File: src/sv/column_to_span_converter_defines.svh
// Assertion helpers used by the column to span controller (c2s_ctrl).
`ifndef COLUMN_TO_SPAN_CONVERTER_DEFINES_SVH
`define COLUMN_TO_SPAN_CONVERTER_DEFINES_SVH

// Checks a property at every rising clock edge outside reset.
`define C2S_ASSERT(lbl, prop, msg) \
  lbl: assert property (@(posedge clk) disable iff (rst) prop) \
    else $error(msg);

// Checks that an antecedent is followed by its consequent in the next cycle.
`define C2S_ASSERT_NEXT(lbl, ante, cons, msg) \
  `C2S_ASSERT(lbl, (ante) |=> (cons), msg)

`endif

File: src/sv/c2s_pkg.sv
`timescale 1ns / 1ps

package c2s_pkg;

  localparam int X_W       = 10;
  localparam int ROW_W     = 6;
  localparam int TOP_W     = 7;
  localparam int ROWS_DEF  = 64;
  localparam int MAX_CELLS = 2 ** ROW_W;

  // Only rows that a 6-bit row field can name ever need a cell.
  function automatic int cell_count(input int rows);
    return (rows < MAX_CELLS) ? rows : MAX_CELLS;
  endfunction

  typedef enum logic [1:0] {
    S_IDLE,
    S_WRITE,
    S_TOP,
    S_BOT
  } state_t;

  typedef struct packed {
    logic             wr_en;
    logic             shift_up;
    logic             shift_dn;
    logic [X_W-1:0]   wr_x;
    logic             w1_en;
    logic [TOP_W-1:0] w1_lo;
    logic [TOP_W-1:0] w1_hi;
    logic             w2_en;
    logic [TOP_W-1:0] w2_lo;
    logic [TOP_W-1:0] w2_hi;
  } ring_ctrl_t;

endpackage

File: src/sv/column_to_span_converter.sv
`timescale 1ns / 1ps
// After a column transfer the controller writes the opened rows (S_WRITE), then emits the top run
// and the bottom run; before each run the ring is turned the shorter way to the wanted row.
// No new column is accepted until the last span of the current one has been emitted.
// Spans of one run leave at one per cycle while the output is taken.
// Reset (rst, synchronous) clears every start column to zero and empties the output at once.

module column_to_span_converter #(
  parameter int ROWS = c2s_pkg::ROWS_DEF
) (
  input  logic                           clk,
  input  logic                           rst,
  input  logic                           col_valid,
  output logic                           col_ready,
  input  logic [c2s_pkg::X_W-1:0]        column,
  input  logic [c2s_pkg::TOP_W-1:0]      prev_top,
  input  logic [c2s_pkg::ROW_W-1:0]      prev_bottom,
  input  logic [c2s_pkg::TOP_W-1:0]      cur_top,
  input  logic [c2s_pkg::ROW_W-1:0]      cur_bottom,
  output logic                           span_valid,
  input  logic                           span_ready,
  output logic [c2s_pkg::ROW_W-1:0]      span_row,
  output logic [c2s_pkg::X_W-1:0]        span_first_x,
  output logic signed [c2s_pkg::X_W-1:0] span_last_x,
  output logic                           last_span
);

  // Rows past the 6-bit row range can never be addressed, so the ring holds at most
  // one cell for each nameable row. Rows at or above ROWS read as zero.
  localparam int NCELL = c2s_pkg::cell_count(ROWS);
  localparam int TAG_W = $clog2(NCELL);

  // The start column store is a ring of cells. Each cell carries its row tag along with
  // the stored column, and the ring rotates one step per cycle in either direction.
  // Cell zero is the read point: the controller turns the ring until the wanted row sits
  // there, then emits it and keeps turning in the direction of the run, so consecutive
  // rows of a run come out one per cycle while the output is taken.
  logic [c2s_pkg::X_W-1:0] cell_data [NCELL];
  logic [TAG_W-1:0]        cell_tag  [NCELL];
  c2s_pkg::ring_ctrl_t     ring_ctl;

  // The controller decodes the closed and opened row ranges when a column transfer
  // completes. In the next cycle every cell in an opened range loads the column at once,
  // since those rows never overlap the rows that close. Then the closed rows are walked:
  // top rows ascending, bottom rows descending.
  c2s_ctrl #(
    .ROWS (ROWS)
  ) u_ctrl (
    .clk          (clk),
    .rst          (rst),
    .col_valid    (col_valid),
    .col_ready    (col_ready),
    .column       (column),
    .prev_top     (prev_top),
    .prev_bottom  (prev_bottom),
    .cur_top      (cur_top),
    .cur_bottom   (cur_bottom),
    .span_valid   (span_valid),
    .span_ready   (span_ready),
    .span_row     (span_row),
    .span_first_x (span_first_x),
    .span_last_x  (span_last_x),
    .last_span    (last_span),
    .head_tag     (cell_tag[0]),
    .head_data    (cell_data[0]),
    .ring_ctl     (ring_ctl)
  );

  // Each cell takes from its upper neighbor when the ring turns up and from its lower
  // neighbor when it turns down; the ends wrap around.
  for (genvar i = 0; i < NCELL; i++) begin : g_cell
    localparam int UP = (i + 1) % NCELL;
    localparam int DN = (i + NCELL - 1) % NCELL;

    c2s_cell #(
      .TAG_W (TAG_W),
      .INDEX (i)
    ) u_cell (
      .clk        (clk),
      .rst        (rst),
      .ctl        (ring_ctl),
      .above_data (cell_data[UP]),
      .above_tag  (cell_tag[UP]),
      .below_data (cell_data[DN]),
      .below_tag  (cell_tag[DN]),
      .data       (cell_data[i]),
      .tag        (cell_tag[i])
    );
  end

endmodule

File: src/sv/c2s_cell.sv
`timescale 1ns / 1ps

// One entry of the rotating start-column ring. The row tag travels with the data.
module c2s_cell #(
  parameter int TAG_W = 6,
  parameter int INDEX = 0
) (
  input  logic                     clk,
  input  logic                     rst,
  input  c2s_pkg::ring_ctrl_t      ctl,
  input  logic [c2s_pkg::X_W-1:0]  above_data,
  input  logic [TAG_W-1:0]         above_tag,
  input  logic [c2s_pkg::X_W-1:0]  below_data,
  input  logic [TAG_W-1:0]         below_tag,
  output logic [c2s_pkg::X_W-1:0]  data,
  output logic [TAG_W-1:0]         tag
);

  logic [c2s_pkg::TOP_W-1:0] tag_ext;
  logic                      hit_w1;
  logic                      hit_w2;

  assign tag_ext = c2s_pkg::TOP_W'(tag);
  assign hit_w1  = ctl.w1_en && (tag_ext >= ctl.w1_lo) && (tag_ext <= ctl.w1_hi);
  assign hit_w2  = ctl.w2_en && (tag_ext >= ctl.w2_lo) && (tag_ext <= ctl.w2_hi);

  always_ff @(posedge clk) begin
    if (rst) begin
      data <= '0;
      tag  <= TAG_W'(INDEX);
    end else if (ctl.wr_en && (hit_w1 || hit_w2)) begin
      data <= ctl.wr_x;
    end else if (ctl.shift_up) begin
      data <= above_data;
      tag  <= above_tag;
    end else if (ctl.shift_dn) begin
      data <= below_data;
      tag  <= below_tag;
    end
  end

endmodule

File: src/sv/c2s_ctrl.sv
`timescale 1ns / 1ps
`include "column_to_span_converter_defines.svh"

// Range decode, ring steering and the span output register.
module c2s_ctrl #(
  parameter  int ROWS  = c2s_pkg::ROWS_DEF,
  localparam int NCELL = c2s_pkg::cell_count(ROWS),
  localparam int TAG_W = $clog2(NCELL)
) (
  input  logic                          clk,
  input  logic                          rst,
  input  logic                          col_valid,
  output logic                          col_ready,
  input  logic [c2s_pkg::X_W-1:0]       column,
  input  logic [c2s_pkg::TOP_W-1:0]     prev_top,
  input  logic [c2s_pkg::ROW_W-1:0]     prev_bottom,
  input  logic [c2s_pkg::TOP_W-1:0]     cur_top,
  input  logic [c2s_pkg::ROW_W-1:0]     cur_bottom,
  output logic                          span_valid,
  input  logic                          span_ready,
  output logic [c2s_pkg::ROW_W-1:0]     span_row,
  output logic [c2s_pkg::X_W-1:0]       span_first_x,
  output logic signed [c2s_pkg::X_W-1:0] span_last_x,
  output logic                          last_span,
  input  logic [TAG_W-1:0]              head_tag,
  input  logic [c2s_pkg::X_W-1:0]       head_data,
  output c2s_pkg::ring_ctrl_t           ring_ctl
);

  localparam int TW = c2s_pkg::TOP_W;
  localparam int RW = c2s_pkg::ROW_W;
  localparam int XW = c2s_pkg::X_W;
  localparam int DW = TAG_W + 1;

  c2s_pkg::state_t state, state_next;

  logic [XW-1:0] x_reg;
  logic [XW-1:0] last_x;
  logic          top_en, bot_en;
  logic [RW-1:0] top_lo, top_hi, bot_lo, bot_hi;
  logic          w1_en, w2_en;
  logic [TW-1:0] w1_lo, w1_hi, w2_lo, w2_hi;
  logic [RW-1:0] cur;
  logic [XW-1:0] span_last_u;

  // Closed-form row ranges of one column.
  logic [TW-1:0] b1e, b2e, b1p, b2p, m1, t1f, lb, b1f, m2, t2f, b1fp, l2;
  logic          top_go, bot_go, w1_go, w2_go;

  logic          accept, slot_free, beyond, hit, emit, emit_last, phase_end, go_up;
  logic [DW-1:0] cur_e, head_e, ring_gap;

  assign accept = col_valid && col_ready;

  always_comb begin
    b1e    = TW'(prev_bottom);
    b2e    = TW'(cur_bottom);
    b1p    = b1e + TW'(1);
    b2p    = b2e + TW'(1);
    m1     = (cur_top < b1p) ? cur_top : b1p;
    top_go = prev_top < m1;
    t1f    = top_go ? m1 : prev_top;
    lb     = (b2p > t1f) ? b2p : t1f;
    bot_go = b1e >= lb;
    b1f    = bot_go ? (lb - TW'(1)) : b1e;
    m2     = (t1f < b2p) ? t1f : b2p;
    w1_go  = cur_top < m2;
    t2f    = w1_go ? m2 : cur_top;
    b1fp   = b1f + TW'(1);
    l2     = (b1fp > t2f) ? b1fp : t2f;
    w2_go  = b2e >= l2;
  end

  // Ring alignment: distance from the head row to the wanted row, going up.
  always_comb begin
    cur_e  = DW'(cur);
    head_e = DW'(head_tag);
    if (cur_e >= head_e) begin
      ring_gap = cur_e - head_e;
    end else begin
      ring_gap = cur_e + DW'(NCELL) - head_e;
    end
    go_up  = ring_gap <= DW'(NCELL / 2);
    beyond = TW'(cur) >= TW'(NCELL);
    hit    = head_e == cur_e;
  end

  // FSM outputs.
  always_comb begin
    col_ready         = 1'b0;
    emit              = 1'b0;
    emit_last         = 1'b0;
    phase_end         = 1'b0;
    slot_free         = !span_valid || span_ready;
    ring_ctl.wr_en    = 1'b0;
    ring_ctl.shift_up = 1'b0;
    ring_ctl.shift_dn = 1'b0;
    ring_ctl.wr_x     = x_reg;
    ring_ctl.w1_en    = w1_en;
    ring_ctl.w1_lo    = w1_lo;
    ring_ctl.w1_hi    = w1_hi;
    ring_ctl.w2_en    = w2_en;
    ring_ctl.w2_lo    = w2_lo;
    ring_ctl.w2_hi    = w2_hi;
    unique case (state)
      c2s_pkg::S_IDLE: begin
        col_ready = !rst;
      end
      c2s_pkg::S_WRITE: begin
        ring_ctl.wr_en = 1'b1;
      end
      c2s_pkg::S_TOP, c2s_pkg::S_BOT: begin
        emit = slot_free && (beyond || hit);
        if (state == c2s_pkg::S_TOP) begin
          phase_end = cur == top_hi;
          emit_last = phase_end && !bot_en;
        end else begin
          phase_end = cur == bot_lo;
          emit_last = phase_end;
        end
        if (!beyond) begin
          if (hit) begin
            ring_ctl.shift_up = emit && (state == c2s_pkg::S_TOP);
            ring_ctl.shift_dn = emit && (state == c2s_pkg::S_BOT);
          end else begin
            ring_ctl.shift_up = go_up;
            ring_ctl.shift_dn = !go_up;
          end
        end
      end
      default: begin
        col_ready = 1'b0;
      end
    endcase
  end

  // FSM next state.
  always_comb begin
    state_next = state;
    unique case (state)
      c2s_pkg::S_IDLE: begin
        if (accept) state_next = c2s_pkg::S_WRITE;
      end
      c2s_pkg::S_WRITE: begin
        if (top_en) begin
          state_next = c2s_pkg::S_TOP;
        end else if (bot_en) begin
          state_next = c2s_pkg::S_BOT;
        end else begin
          state_next = c2s_pkg::S_IDLE;
        end
      end
      c2s_pkg::S_TOP: begin
        if (emit && phase_end) begin
          state_next = bot_en ? c2s_pkg::S_BOT : c2s_pkg::S_IDLE;
        end
      end
      c2s_pkg::S_BOT: begin
        if (emit && phase_end) state_next = c2s_pkg::S_IDLE;
      end
      default: begin
        state_next = c2s_pkg::S_IDLE;
      end
    endcase
  end

  always_ff @(posedge clk) begin
    if (rst) begin
      state      <= c2s_pkg::S_IDLE;
      span_valid <= 1'b0;
    end else begin
      state <= state_next;
      if (emit) begin
        span_valid <= 1'b1;
      end else if (span_ready) begin
        span_valid <= 1'b0;
      end
    end
  end

  always_ff @(posedge clk) begin
    if (accept) begin
      x_reg  <= column;
      last_x <= column - XW'(1);
      top_en <= top_go;
      top_lo <= prev_top[RW-1:0];
      top_hi <= RW'(m1 - TW'(1));
      bot_en <= bot_go;
      bot_lo <= lb[RW-1:0];
      bot_hi <= prev_bottom;
      w1_en  <= w1_go;
      w1_lo  <= cur_top;
      w1_hi  <= m2 - TW'(1);
      w2_en  <= w2_go;
      w2_lo  <= l2;
      w2_hi  <= b2e;
    end
    if (state == c2s_pkg::S_WRITE) begin
      cur <= top_en ? top_lo : bot_hi;
    end else if (emit) begin
      if (state == c2s_pkg::S_TOP) begin
        cur <= phase_end ? bot_hi : (cur + RW'(1));
      end else begin
        cur <= cur - RW'(1);
      end
    end
    if (emit) begin
      span_row     <= cur;
      span_first_x <= beyond ? '0 : head_data;
      span_last_u  <= last_x;
      last_span    <= emit_last;
    end
  end

  assign span_last_x = $signed(span_last_u);

  `C2S_ASSERT_NEXT(a_accept_writes, accept, state == c2s_pkg::S_WRITE, "accept did not start write")
  `C2S_ASSERT(a_top_cursor, (state == c2s_pkg::S_TOP) |-> (cur >= top_lo && cur <= top_hi), "top cursor out of range")
  `C2S_ASSERT(a_bot_cursor, (state == c2s_pkg::S_BOT) |-> (cur >= bot_lo && cur <= bot_hi), "bottom cursor out of range")
  `C2S_ASSERT_NEXT(a_last_idles, emit && emit_last, state == c2s_pkg::S_IDLE, "column did not end after last span")

endmodule
File: config.mk
export PLATFORM = sky130hd
export DESIGN_NAME = column_to_span_converter
export DESIGN_NICKNAME = d
export VERILOG_FILES = /design/src/sv/c2s_pkg.sv /design/src/sv/column_to_span_converter.sv /design/src/sv/c2s_cell.sv /design/src/sv/c2s_ctrl.sv
export VERILOG_INCLUDE_DIRS = /design/src /design/src/sv
export SDC_FILE = /design/constraint.sdc
export NUM_CORES = 2
export LEC_CHECK = 0
export BUFFER_PORTS_ARGS = -buffer_cell sky130_fd_sc_hd__buf_2
export CAP_MARGIN = 20
export CELL_PAD_IN_SITES_DETAIL_PLACEMENT = 2
export CELL_PAD_IN_SITES_GLOBAL_PLACEMENT = 2
export CORE_MARGIN = 2
export CORE_UTILIZATION = 30
export CTS_BUF_LIST = sky130_fd_sc_hd__clkbuf_4
export CTS_CLUSTER_DIAMETER = 60
export DETAILED_ROUTE_END_ITERATION = 8
export HOLD_SLACK_MARGIN = 0.06
export PLACE_DENSITY_LB_ADDON = 0.15
export SKIP_CTS_REPAIR_TIMING = 1
export SLEW_MARGIN = 20
export SYNTH_ARGS = -nofsm -noshare
export SYNTH_HDL_FRONTEND = slang
export SYNTH_SLANG_ARGS = --single-unit
export TNS_END_PERCENT = 50
File: constraint.sdc
create_clock -name clk -period 13.3 [get_ports clk]
set_clock_uncertainty 0.2 [all_clocks]
set_input_delay 0.665 -clock clk [delete_from_list [all_inputs] [get_ports clk]]
set_output_delay 0.665 -clock clk [all_outputs]
set_load 0.05 [all_outputs]
==> results.tsv <==
stage	metric	value	unit
cts	cts_max_path_buffers	4	
synth	avgSynthCellArea	8.704	um2
synth	synth-edff-count	108	
worst_setup_path	r2r_slack	6.91	ns
sta	relSlewSlack	0.1103	
placement	dp_hpwl	267.8	mm
synth	yosys.area_share.xor_xnor	0.005721	
final_layout	finish.net_count	11900	
sta	drv_slew	0	
cts	cts_tree	built	
final_layout	multiInputGateArea	0.06163	mm2
grt	grt_pass1_wl	610.2	mm
sta	tightest_slew	1.335	ns
routing	vias_per_cell	5.850	
placement	portBuffers	68	
routing	first_iter_violations	4331	
job	cap_violations	0	
cts	numCtsBuffers	366	
synth	synth-adder-area-share	0.2249	
grt	grt_max_degree	203	
worst_setup_path	crit_type	in -> reg	
die	placementRows	199	
die	coreArea	0.2938	mm2
grt	grtUsageTotal	0.2637	
final_layout	top_register	g_cell.u_cell.data	
synth	synthMuxAreaShare	0.08558	
final_layout	fillers	32990	
synth	synth_compound_area_frac	0.2181	
sta	fmax	81.05	MHz
final_layout	area_growth	11.56	%
synth	synth-seq-cells	1135	
sta	grt_setup_unrepaired	no	
cts	htreeDepth	5	
routing	drc	0	
final_layout	largest_reg_flops	640	
final_layout	final_cells	14460	
synth	async_flop_share	0	
synth	ys_warn_count	0	
synth	synth_top_family_by_area	adder cells	
sta	fin_crit	12.34	ns
sta	finalHoldViolCount	0	
grt	grt_pass1_vias	92400	
worst_setup_path	critical_path_buf_inv_count	11	
synth	synth-main-ff-cell	dfxtp_1	
die	start_util	0.3015	
final_layout	ff_latch_area	0.02380	mm2
worst_setup_path	end_kind	flop	
pwr	power_density	121.4	mW/mm2
placement	place_area	0.09336	mm2
worst_setup_path	arrival	13.20	ns
worst_hold_path	hold_path.class	in -> reg	
synth	ys_seq_area_frac	0.2687	
worst_setup_path	cpPeakStageDelay	0.54	ns
pwr	peakVddDrop	89.51	uV
pwr	leakage	40.42	nW
synth	synthesis.nets	11810	
worst_setup_path	path_common_cell	ha_1	
synth	syn_area	0.08858	mm2
cts	clockRootBuffer	clkbuf_4	
sta	setup_viol	0	
worst_setup_path	required	14.16	ns
cts	cts.sinks	1135	
routing	routed_wl	407.8	mm
die	dieArea	0.2996	mm2
sta	finalCritPeriodShare	0.9277	
synth	synthSimpleGateAreaFrac	0.1602	
worst_setup_path	crit_slowest_cell	dlygate4sd3_1	
cts	cts.reportedPaths.clkPinSlew	0.06	ns
routing	vias	84580	
outcome	outcome	complete, no violations	
final_layout	largestRegisters	g_cell.u_cell.data: 640 flops, g_cell.u_cell.tag: 384 flops	
placement	dp_cells	13740	
worst_setup_path	critPathTopFamily	compound AO/OA/AOI/OAI gates	
routing	dr.pass1.iters	7	
worst_setup_path	cp_max_fo	7	
sta	setup-tns-final	0	ns
worst_setup_path	startpoint_type	input port	
synth	synth_cell_types	84	
die	die_x	547.4	um
die	dieHeight	547.4	um
routing	ant_nets	0	
final_layout	final_util	0.3364	
grt	gr-total-overflow	0	
placement	routabilityCongestion	0.8097	
die	ioPinCount	69	
sta	fin_hold_ws	0.09642	ns
final_layout	design_area	0.09882	mm2
final_layout	drive_gt1_frac	0.1483	
grt	antenna_found_initial	17	
cts	clock_latency	1.37	ns
routing	wl_per_cell	28.21	um
synth	syn_inst	10180	
[placed cells by master, fill, tap and decap left out, types with 35 or more instances in the layout]
cell	count
a211oi_1	58
a21o_1	139
a21oi_1	824
a221oi_1	451
a22oi_1	351
a311oi_1	256
a31oi_1	66
and2_1	36
and4_1	126
buf_2	67
buf_4	200
clkbuf_4	528
clkinv_1	66
dfxtp_1	1027
dlygate4sd3_1	78
edfxtp_1	108
ha_1	1588
inv_1	198
mux2_2	651
nand2_1	974
nand2b_1	276
nand3_1	179
nand4_1	69
nor2_1	970
nor2b_1	312
o21a_1	139
o21ai_0	337
o221ai_1	37
xnor2_1	35
[metal layers]
layer | up-vias | track usage | share of wire
li1 | 38630 | - | -
met1 | 43760 | 0.3495 | 0.47
met2 | 1558 | 0.4407 | 0.46
met3 | 624 | 0.02933 | 0.033
met4 | 12 | 0.09350 | 0.037
met5 | - | 0 | 0.00019
[stage by stage]
stage               power [mW]  setup slack, ns
floorplan                6.484            1.083
global placement         7.925          -0.1717
detailed placement       8.221          0.09931
CTS                      12.13            1.540
global route             12.81          0.04764
finish                   12.00           0.9621
[power by group]
group / switching [mW] / internal, mW / leakage (nW)
combinational: 2.64 / 1.52 / 28.4
sequential: 0.371 / 3.65 / 9.29
clock: 1.84 / 1.98 / 2.72
[area by class of cell]
type,count,area share
inverter,222,0.008939
timing repair buffer,362,0.02994
sequential,1135,0.2409
clock buffer,528,0.04011
tap,3919,0.04962
multi-input combinational,8184,0.6236
clock inverter,95,0.006634
antenna,12,0.0003039
[synthesized netlist by cell type (19+ instances only)]
cell type	count	share of area
ha_1	1588	0.22
dfxtp_1	1027	0.23
nand2_1	976	0.041
nor2_1	973	0.041
a21oi_1	825	0.047
mux2_2	651	0.083
clkbuf_1	602	0.026
a221oi_1	451	0.045
o21ai_0	364	0.021
a22oi_1	351	0.030
nor2b_1	314	0.022
nand2b_1	279	0.020
a311oi_1	256	0.025
inv_1	220	0.0093
nand3_1	179	0.010
a21o_1	139	0.012
o21a_1	139	0.012
and4_1	126	0.012
edfxtp_1	108	0.037
nand4_1	69	0.0049
a31oi_1	67	0.0047
a211oi_1	58	0.0049
and2_1	37	0.0026
o221ai_1	37	0.0037
xnor2_1	35	0.0035
o32ai_1	33	0.0033
o32a_1	31	0.0035
buf_1	28	0.0012
nor3_1	28	0.0016
and3_1	23	0.0016
o211ai_1	23	0.0019
xor2_1	21	0.0021
mux2i_1	19	0.0021
[worst min-delay path, delay by kind of cell]
family	cells	cell delay (ns)
buf+inv	3	0.26
compound gates	2	0.25
fa+ha+maj	1	0.20
xor+xnor	1	0.17
[worst paths after layout]
path                                         startpoint                   endpoint  depth (start not counted)
worst max-delay path                     prev_bottom[0]               u_ctrl.w2_en                         64
worst min-delay path                     prev_bottom[1]           u_ctrl.top_hi[3]                          7
worst max register to register  g_cell[0].u_cell.tag[1]  g_cell[18].u_cell.data[1]                         18
worst min register to register         u_ctrl.last_x[8]      u_ctrl.span_last_x[8]                          0
[cell families after synthesis]
logic type,after synthesis
buffers and inverters,858
xor gates and xnor gates,57
and+or+nand+nor,3034
muxes,674
adders and majority gates,1592
DFF,1135
AOI/OAI and AO/OA,2827
Note: power is estimated with default switching activity, not from simulation.
